File: src/mrr_pkg.sv
// ----------------------------------------------------------------------------
// mrr_pkg
// Shared codes, limits and types of the Modbus read response receiver.
// ----------------------------------------------------------------------------
package mrr_pkg;

	// Event codes carried by the func field of an input beat.
	localparam logic [1:0] FUNC_START   = 2'd0;
	localparam logic [1:0] FUNC_BYTE    = 2'd1;
	localparam logic [1:0] FUNC_TIMEOUT = 2'd2;

	// Result status codes.
	localparam logic [2:0] ST_IGNORED  = 3'd0;
	localparam logic [2:0] ST_STORED   = 3'd1;
	localparam logic [2:0] ST_COMPLETE = 3'd2;
	localparam logic [2:0] ST_TIMEOUT  = 3'd3;
	localparam logic [2:0] ST_BUDGET   = 3'd4;

	// Configuration register indexes, taken from address bit 2.
	localparam logic REG_SLAVE_ADDRESS     = 1'b0;
	localparam logic REG_EXPECTED_FUNCTION = 1'b1;

	localparam logic [7:0] SLAVE_ADDRESS_RESET     = 8'd1;
	localparam logic [7:0] EXPECTED_FUNCTION_RESET = 8'd3;

	// Received bytes allowed since a start before the reception is abandoned.
	localparam logic [8:0] BYTE_BUDGET = 9'd500;

	typedef struct packed {
		logic [2:0] status;
		logic [7:0] data_byte;
		logic [8:0] byte_index;
		logic [8:0] frame_length;
	} result_t;

endpackage

File: src/mrr_parser.sv
// ----------------------------------------------------------------------------
// mrr_parser
// Frame parsing state and the per-byte result of the response receiver.
// ----------------------------------------------------------------------------
module mrr_parser (
	input  logic               clk,
	input  logic               arst_n,
	input  logic               accept,
	input  logic [1:0]         func,
	input  logic [7:0]         rx_byte,
	input  logic [7:0]         slave_address,
	input  logic [7:0]         expected_function,
	output mrr_pkg::result_t   result
);

	typedef enum logic [2:0] {
		PH_IDLE,
		PH_HUNT,
		PH_FUNC,
		PH_COUNT,
		PH_BODY,
		PH_CRC
	} phase_t;

	phase_t     phase_q, phase_n;
	logic [7:0] byte_count_q, byte_count_n;
	logic [8:0] data_index_q, data_index_n;
	logic [8:0] frame_count_q, frame_count_n;
	logic [8:0] bytes_read_q, bytes_read_n;
	logic       stored;
	logic       complete;

	always_comb begin
		phase_n       = phase_q;
		byte_count_n  = byte_count_q;
		data_index_n  = data_index_q;
		frame_count_n = frame_count_q;
		bytes_read_n  = bytes_read_q;
		stored        = 1'b0;
		complete      = 1'b0;
		result        = '0;
		result.status = mrr_pkg::ST_IGNORED;

		unique case (func)
			mrr_pkg::FUNC_START: begin
				phase_n       = PH_HUNT;
				byte_count_n  = '0;
				data_index_n  = '0;
				frame_count_n = '0;
				bytes_read_n  = '0;
			end
			mrr_pkg::FUNC_TIMEOUT: begin
				if (phase_q != PH_IDLE) begin
					result.status = mrr_pkg::ST_TIMEOUT;
					phase_n       = PH_IDLE;
				end
			end
			mrr_pkg::FUNC_BYTE: begin
				if (phase_q != PH_IDLE) begin
					bytes_read_n = bytes_read_q + 9'd1;
					unique case (phase_q)
						PH_HUNT: begin
							if (rx_byte == slave_address) begin
								stored  = 1'b1;
								phase_n = PH_FUNC;
							end
						end
						PH_FUNC: begin
							if (rx_byte == expected_function) begin
								stored  = 1'b1;
								phase_n = PH_COUNT;
							end else begin
								// Drop the partial frame; this byte is not an address candidate.
								frame_count_n = '0;
								phase_n       = PH_HUNT;
							end
						end
						PH_COUNT: begin
							stored       = 1'b1;
							byte_count_n = rx_byte;
							data_index_n = '0;
							phase_n      = PH_BODY;
						end
						PH_BODY: begin
							stored       = 1'b1;
							data_index_n = data_index_q + 9'd1;
							if (data_index_n > {1'b0, byte_count_q}) begin
								phase_n = PH_CRC;
							end
						end
						PH_CRC: begin
							stored   = 1'b1;
							complete = 1'b1;
							phase_n  = PH_IDLE;
						end
						default: begin
							phase_n = PH_IDLE;
						end
					endcase

					if (stored) begin
						result.data_byte  = rx_byte;
						result.byte_index = frame_count_q;
						frame_count_n     = frame_count_q + 9'd1;
						if (complete) begin
							result.status       = mrr_pkg::ST_COMPLETE;
							result.frame_length = frame_count_n;
						end else begin
							result.status = mrr_pkg::ST_STORED;
						end
					end

					// Completion on the last CRC byte takes precedence over the budget.
					if (!complete && bytes_read_n >= mrr_pkg::BYTE_BUDGET) begin
						result        = '0;
						result.status = mrr_pkg::ST_BUDGET;
						phase_n       = PH_IDLE;
					end
				end
			end
			default: begin
			end
		endcase
	end

	always_ff @(posedge clk or negedge arst_n) begin
		if (!arst_n) begin
			phase_q       <= PH_IDLE;
			byte_count_q  <= '0;
			data_index_q  <= '0;
			frame_count_q <= '0;
			bytes_read_q  <= '0;
		end else if (accept) begin
			phase_q       <= phase_n;
			byte_count_q  <= byte_count_n;
			data_index_q  <= data_index_n;
			frame_count_q <= frame_count_n;
			bytes_read_q  <= bytes_read_n;
		end
	end

endmodule

File: src/modbus_read_response_receiver.sv
// ----------------------------------------------------------------------------
// modbus_read_response_receiver
// Modbus RTU read response receiver with an APB-style register port.
// ----------------------------------------------------------------------------
//
// Channel   Direction  Handshake          Payload
// input     in         in_valid/in_ready  func, rx_byte
// output    out        out_valid/out_ready status, data_byte, byte_index,
//                                          frame_length
// config    in         psel/penable/...   paddr, pwdata, prdata
//
// Every input beat produces exactly one output beat, in the cycle after it is
// accepted. The parser state and the result are computed in the accept cycle
// by a single pass of compare and increment logic; the result lands in the
// output register. A new beat is taken every cycle while the output register
// is empty or being drained, so a stalled consumer stalls the input only when
// the output register still holds an untaken beat.
// Reset clears the parser to idle and loads the register reset values.
//
// A start beat arms the receiver, which then hunts for the slave address. The
// byte after the address must be the expected function code, otherwise the
// partial frame is dropped and hunting resumes. The byte count, count plus one
// body bytes and the final CRC byte follow; each stored byte is reported with
// its position. The last byte reports the frame complete with its length. A
// timeout beat, or exhausting the byte budget since the start, reports an
// error and returns to idle. The CRC is not checked.
// ----------------------------------------------------------------------------
module modbus_read_response_receiver (
	input  logic        clk,
	input  logic        arst_n,

	input  logic        in_valid,
	output logic        in_ready,
	input  logic [1:0]  func,
	input  logic [7:0]  rx_byte,

	output logic        out_valid,
	input  logic        out_ready,
	output logic [2:0]  status,
	output logic [7:0]  data_byte,
	output logic [8:0]  byte_index,
	output logic [8:0]  frame_length,

	input  logic        psel,
	input  logic        penable,
	input  logic        pwrite,
	input  logic [2:0]  paddr,
	input  logic [31:0] pwdata,
	output logic [31:0] prdata,
	output logic        pready
);

	logic              in_accept;
	logic              cfg_write;
	logic              reg_sel;
	logic [7:0]        slave_address_q;
	logic [7:0]        expected_function_q;
	mrr_pkg::result_t  result;
	mrr_pkg::result_t  result_q;
	logic              out_valid_q;

	// The output register may be refilled in the same cycle it is drained.
	assign in_ready  = !out_valid_q || out_ready;
	assign in_accept = in_valid && in_ready;

	// Register port: registers sit on 4-byte boundaries, so bit 2 selects one.
	assign pready    = 1'b1;
	assign reg_sel   = paddr[2];
	assign cfg_write = psel && penable && pwrite && pready;

	always_comb begin
		unique case (reg_sel)
			mrr_pkg::REG_SLAVE_ADDRESS:     prdata = {24'd0, slave_address_q};
			mrr_pkg::REG_EXPECTED_FUNCTION: prdata = {24'd0, expected_function_q};
			default:                        prdata = '0;
		endcase
	end

	always_ff @(posedge clk or negedge arst_n) begin
		if (!arst_n) begin
			slave_address_q     <= mrr_pkg::SLAVE_ADDRESS_RESET;
			expected_function_q <= mrr_pkg::EXPECTED_FUNCTION_RESET;
		end else if (cfg_write) begin
			if (reg_sel == mrr_pkg::REG_SLAVE_ADDRESS) begin
				slave_address_q <= pwdata[7:0];
			end else begin
				expected_function_q <= pwdata[7:0];
			end
		end
	end

	mrr_parser u_parser (
		.clk               (clk),
		.arst_n            (arst_n),
		.accept            (in_accept),
		.func              (func),
		.rx_byte           (rx_byte),
		.slave_address     (slave_address_q),
		.expected_function (expected_function_q),
		.result            (result)
	);

	// Output register: holds a beat until the consumer takes it.
	always_ff @(posedge clk or negedge arst_n) begin
		if (!arst_n) begin
			out_valid_q <= 1'b0;
		end else if (in_accept) begin
			out_valid_q <= 1'b1;
		end else if (out_ready) begin
			out_valid_q <= 1'b0;
		end
	end

	always_ff @(posedge clk) begin
		if (in_accept) begin
			result_q <= result;
		end
	end

	assign out_valid    = out_valid_q;
	assign status       = result_q.status;
	assign data_byte    = result_q.data_byte;
	assign byte_index   = result_q.byte_index;
	assign frame_length = result_q.frame_length;

endmodule

File: config.mk
export PLATFORM = sky130hd
export DESIGN_NAME = modbus_read_response_receiver
export DESIGN_NICKNAME = d
export VERILOG_FILES = /design/src/mrr_pkg.sv /design/src/mrr_parser.sv /design/src/modbus_read_response_receiver.sv
export SDC_FILE = /design/constraint.sdc
export NUM_CORES = 1
export LEC_CHECK = 0
export BUFFER_PORTS_ARGS = -buffer_cell sky130_fd_sc_hd__buf_2
export CAP_MARGIN = 15
export CORE_ASPECT_RATIO = 2
export CORE_UTILIZATION = 49
export CTS_CLUSTER_SIZE = 16
export DETAILED_ROUTE_END_ITERATION = 7
export PLACE_DENSITY_LB_ADDON = 0.2
export SLEW_MARGIN = 20
export SYNTH_ARGS = -nofsm -noshare
export SYNTH_HDL_FRONTEND = slang
export SYNTH_SLANG_ARGS = --single-unit
File: constraint.sdc
create_clock -name clk -period 2.85 [get_ports clk]
set_clock_uncertainty 0.15 [all_clocks]
set_input_delay 0 -clock clk [delete_from_list [all_inputs] [get_ports clk]]
set_output_delay 0 -clock clk [all_outputs]
set_load 0.005 [all_outputs]
## Word-level counts from Yosys, hierarchy flattened

Index checks and enable logic that the tools add are counted.

| storage, ports and cells | value |
|---|---|
| register bits after elaboration | 84 |
| input port bits | 52 |
| output and inout port bits | 64 |
| logic and storage cells | 100 |

| cells by class | value |
|---|---|
| add/sub/neg operators | 3 |
| $lt $le $gt $ge | 2 |
| eq/ne operators | 17 |
| muxes and demuxes | 39 |
| bitwise operators | 5 |
| reduce and logical (&&, ||, !) cells | 22 |

Operators with widths:

| kind | number |
|---|---|
| 29-bit two-way mux | 3 |
| 9-bit case mux with 2 select lines | 4 |
| 32-bit case mux with 2 select lines | 1 |
| 9-bit two-way mux | 7 |
| 9-bit by 1-bit adder with 9-bit output, second input constant | 3 |
| 8-bit == test | 2 |
| 8-bit two-way mux | 2 |
| 8-bit case mux with 2 select lines | 1 |
| 3-bit two-way mux | 5 |
| 3-bit case mux with 4 select lines | 1 |
| 9-bit >= comparator, second input constant | 1 |
| 9-bit by 8-bit > comparator with 1-bit output | 1 |
| 1-bit two-way mux | 9 |
| 3-bit != test, second input constant | 3 |
| 3-bit case mux with 3 select lines | 1 |
| 4-bit by 2-bit != test with 1-bit output, second input constant | 2 |
| 4-bit AND reduction | 2 |
| 3-bit by 2-bit == test with 1-bit output, second input constant | 2 |
| 3-bit == test, second input constant | 2 |
| 2-bit two-way mux | 3 |
| 3-bit case mux with 2 select lines | 1 |
| 6-bit AND reduction | 1 |
| 3-bit nonzero test | 2 |
| 1-bit inverter | 5 |
| 17 further kinds | 24 |

## Logic depth before layout (Yosys ltp)

| logic depth | value |
|---|---|
| word-level depth | 9 |
| depth in mapped cells | 11 |
| mapped depth without buffers | 11 |

## Modules after synthesis

From an unflattened synthesis, not the netlist that was laid out.

| unflattened totals | value |
|---|---|
| cells, all modules | 442 |
| area, all modules | 4744.6 sq um |

Modules (own cells, without submodules):

| module | times used | cells each | area each (sq um) | sequential area each (sq um) |
|---|---|---|---|---|
| mrr_parser | 1 | 339 | 2904.0 | 950.9 |
| modbus_read_response_receiver | 1 | 103 | 1840.5 | 1300.0 |

## Worst setup path before layout

OpenSTA, ideal clock, no wires.

| timing | value |
|---|---|
| path kind | reg2reg |
| start point | register u_parser.data_index_q[0] |
| end point | register u_parser.phase_q[0] |
| library setup time | 125 ps |
| arrival time | 2442 ps |
| required time | 2575 ps |
| setup slack | 133 ps |
| cell stages (with the launch flop) | 11 |
| path buffers | 0 |
| clock period less this slack | 2717 ps |
| cell sequence | dfrtp_1 ha_1 nand3_1 xnor2_1 ha_1 nand4_1 o211ai_1 a31oi_1 o311ai_0 o2bb2ai_1 mux2_2 |

| between the ends | value |
|---|---|
| word-level cells in the longest chain between the ends | 4 |

RTL lines:

| what | RTL line | source |
|---|---|---|
| start: declaration | mrr_parser.sv:27 | `logic [8:0] data_index_q, data_index_n;` |
| start signal: assignment | mrr_parser.sv:136 | `data_index_q <= data_index_n;` |
| 9-bit by 1-bit adder with 9-bit output | mrr_parser.sv:86 | `data_index_n = data_index_q + 9'd1;` |
| 9-bit by 8-bit > comparator with 1-bit output | mrr_parser.sv:87 | `if (data_index_n > {1'b0, byte_count_q}) begin` |
| 4-bit by 2-bit != test with 1-bit output (no source line) | -- |  |
| 6-bit AND reduction (no source line) | -- |  |
| end signal: assignment | mrr_parser.sv:134 | `phase_q <= phase_n;` |
| end: declaration | mrr_parser.sv:25 | `phase_t phase_q, phase_n;` |

No other way between the ends.
A chain may end at the register's enable or synchronous reset.

## Worst setup path in the final report

| timing | value |
|---|---|
| start point | register u_parser.data_index_q[1] |
| end point | register u_parser.phase_q[0] |

Same word-level chain as after synthesis.

==> metrics.yaml <==
run_status:
  status: "complete, but fails checks"
  violations: "DRC"
sta:
  finalHoldViolCount: 0
  finalCriticalPeriod_ps: 2770
  slew_viol_final: 0
  slew_headroom: 0.523
  finalCritPeriodShare: 0.971
  setup_violations: 0
  fin_tns_setup_ps: 0
  worst_pin_slew_ps: 716
  fmax_mhz: 361
cells_and_area:
  layout.nets: 601
  area_delta_synth_final_pct: 18.5
  fin_area_sq_um: 5590
  fin_cells: 642
  antennaDiodeCount: 0
  drive_gt1_frac: 0.301
synth:
  synthAdderAreaFrac: 0.0425
  synth-seq-cells: 84
  yosysTopAreaCellShare: 0.276
  syn_inst: 438
  ys_warn_count: 0
  synth_area_leaders: "dfrtp_1, edfxtp_1, mux2_2, ha_1, buf_4"
  yosys.cell_count.top_type: "dfrtp_1"
  synthSimpleGateAreaFrac: 0.165
  syn_area_sq_um: 4710
  synth_xor_area_frac: 0.0446
  ys_top_cells_by_count: "dfrtp_1, nand2_1, o21ai_0"
  ys_async_sr_fraction: 0.655
  synth_top_family_by_area: "simple AND/OR/NAND/NOR gates"
  yosys.area.top_type: "dfrtp_1"
  synth_compound_area_frac: 0.133
  synth_mux_area_frac: 0.0666
  avgSynthCellArea_sq_um: 10.8
  synth_edf_count: 29
  synth_seq_area_share: 0.477
  synth_cell_types: 62
  ys.flop_type: "dfrtp_1"
worst_setup_path:
  crit_family: "compound AO/OA/AOI/OAI gates"
  cp_max_fo: 6
  r2r_end: "u_parser.phase_q[0]$_DFFE_PN0P_"
  reg2reg_from: "u_parser.data_index_q[1]$_DFFE_PN0P_"
  cp.required_ps: 2920
  crit_path_max_incr_delay_ps: 380
  endpoint_kind: "flop"
  cp_slowest_cell: "dfrtp_1"
  crit_chain: "ha_2 > nand3_1 > xnor2_2 > ha_1 > nand4_1 > o211ai_1 > a31oi_1 > o311ai_2 > o2bb2ai_1 > mux2_2"
  cp.arrival_ps: 2840
  path_buf_inv: 0
  worstSetupStartpointType: "flop"
  r2r_cells: 10
  cp.depth: 10
  r2r_slack_ps: 80
  crit_type: "reg -> reg"
placement:
  gp_congestion: 0.851
  postPlaceCellArea_sq_um: 5100
  dpl.cell_count: 607
  place.port_buffers: 64
  dp_hpwl_mm: 7.71
detailed_routing:
  totalWireLength_mm: 10.4
  wl_per_cell_microns: 16.2
  dr.pass1.iters: 6
  avgViaCountPerCell: 5.57
  dr_total_vias: 3573
  dr.first_iter.drc_count: 168
  route.detailed.drc: 6
  ant_nets: 0
power:
  ir_worst_vdd_uv: 426
  p_int_mw: 2.24
  p_seq_frac: 0.469
  pwr-share-comb: 0.186
  leakage_nw: 2.50
  p_sw_frac: 0.285
  power_mw: 3.13
  power_density_nw_per_um2: 561
  p_switching_mw: 0.893
  pwr-share-clk: 0.344
clock_tree:
  worstSkewPairLatency_ps: 340
  cts_max_level: 3
  cts_root_buffer: "clkbuf_16"
  cts_tree: "built"
  clkTransAtPathRegs_ps: 60
  numCtsBuffers: 9
  cts_sinks: 84
  clock_path_buffers: 2
worst_hold_path:
  hp-class: "in -> async"
grt:
  grt-ovfl-total: 0
  grt_usage: 0.218
  grt_max_degree: 39
  grt_pass1_vias: 3588
  antenna_found_initial: 0
  grt_pass1_wl_mm: 16.8
floorplanning:
  die_w_microns: 71.4
  start_util: 0.506
  io-pin-count: 116
  dieArea_sq_um: 10000
  core_area_sq_um: 9320
  fp.dieH_microns: 141
  core.rowCount: 50
job:
  cap_violations: 0
power by group through the flow:
stage | registers [mW] | clock network (mW) | logic, mW
after floorplan | 1.47 | 0 | 0.393
after global placement | 1.49 | 0 | 0.542
after detailed placement | 1.49 | 0 | 0.560
after CTS | 1.47 | 1.10 | 0.583
after global routing | 1.48 | 1.15 | 0.654
final | 1.47 | 1.08 | 0.583
layer usage:
layer | up-vias | part of all wire | track usage
li1 | 1707 | - | -
met3 | 28 | 0.033 | 0.0336
met2 | 101 | 0.58 | 0.419
met5 | - | 0 | 0
met4 | 0 | 0.044 | 0.132
met1 | 1737 | 0.34 | 0.210
registers in the layout, summed over array words and instances, names as in the netlist, 3 cells and up:
name and cells:
frame_length 9, u_parser.frame_count_q 9, u_parser.data_index_q 9, status 3, expected_function_q 8, data_byte 8
byte_index 9, slave_address_q 8, u_parser.bytes_read_q 9, u_parser.phase_q 3, u_parser.byte_count_q 8
how the worst max path moves through the flow:
stage	from	endpoint	slack, ps
2_1_floorplan	u_parser.data_index_q[0]$_DFFE_PN0P_	u_parser.phase_q[0]$_DFFE_PN0P_	130
3_3_place_gp	u_parser.data_index_q[1]$_DFFE_PN0P_	u_parser.phase_q[0]$_DFFE_PN0P_	70
3_5_place_dp	u_parser.data_index_q[1]$_DFFE_PN0P_	u_parser.phase_q[0]$_DFFE_PN0P_	-1
4_1_cts	u_parser.data_index_q[1]$_DFFE_PN0P_	u_parser.phase_q[0]$_DFFE_PN0P_	80
5_1_grt	u_parser.data_index_q[4]$_DFFE_PN0P_	u_parser.phase_q[0]$_DFFE_PN0P_	-30
6_report	u_parser.data_index_q[1]$_DFFE_PN0P_	u_parser.phase_q[0]$_DFFE_PN0P_	80
timing repair:
action / in CTS / in global routing
endpoints found under the hold margin: 55 / 0
hold buffers: 19 / 0
setup endpoints to repair: 1 / 3
setup buffers: 0 / 0
gates resized for setup: 1 / 5
metrics by stage:
step | hold WS, ps | setup slack, ps | utilization
after floorplan | -446 | 133 | -
after global placement | -139 | 68.7 | 0.547
after detailed placement | -131 | -0.999 | 0.547
after CTS | 50.8 | 77.5 | 0.597
after global routing | 112 | -34.3 | 0.599
final | 28.2 | 81.9 | 0.599
final cells by class:
class                      instances  area (sq um)
multi-input combinational        324          2250
fill                             792          3730
sequential                        84          2250
clock inverter                     5          40.0
inverter                          16          60.1
clock buffer                      11           233
timing repair buffer              98           623
tap                              104           130
cell usage in the layout, fill, tap and decap left out, types with 7 or more instances in the layout:
cell           instances
buf_2                 64
dfrtp_1               52
nand2_1               40
o21ai_0               30
edfxtp_1              29
mux2_2                27
conb_1                25
nor2_1                21
nand3_1               19
dlygate4sd3_1         19
inv_1                 16
ha_1                  15
buf_4                 15
xor2_1                11
xnor2_1               11
and2_4                10
a21oi_1                9
clkbuf_16              9
nand2b_1               7
and2_2                 7
logic make-up after synthesis:
group                      after synthesis
and+or+nand+nor                        142
other                                    2
buffers and inverters                   53
AOI/OAI and AO/OA                       89
muxes                                   28
DFF                                     84
adders and majority gates               16
xor gates and xnor gates                24
(Power assumes the default switching activity.)
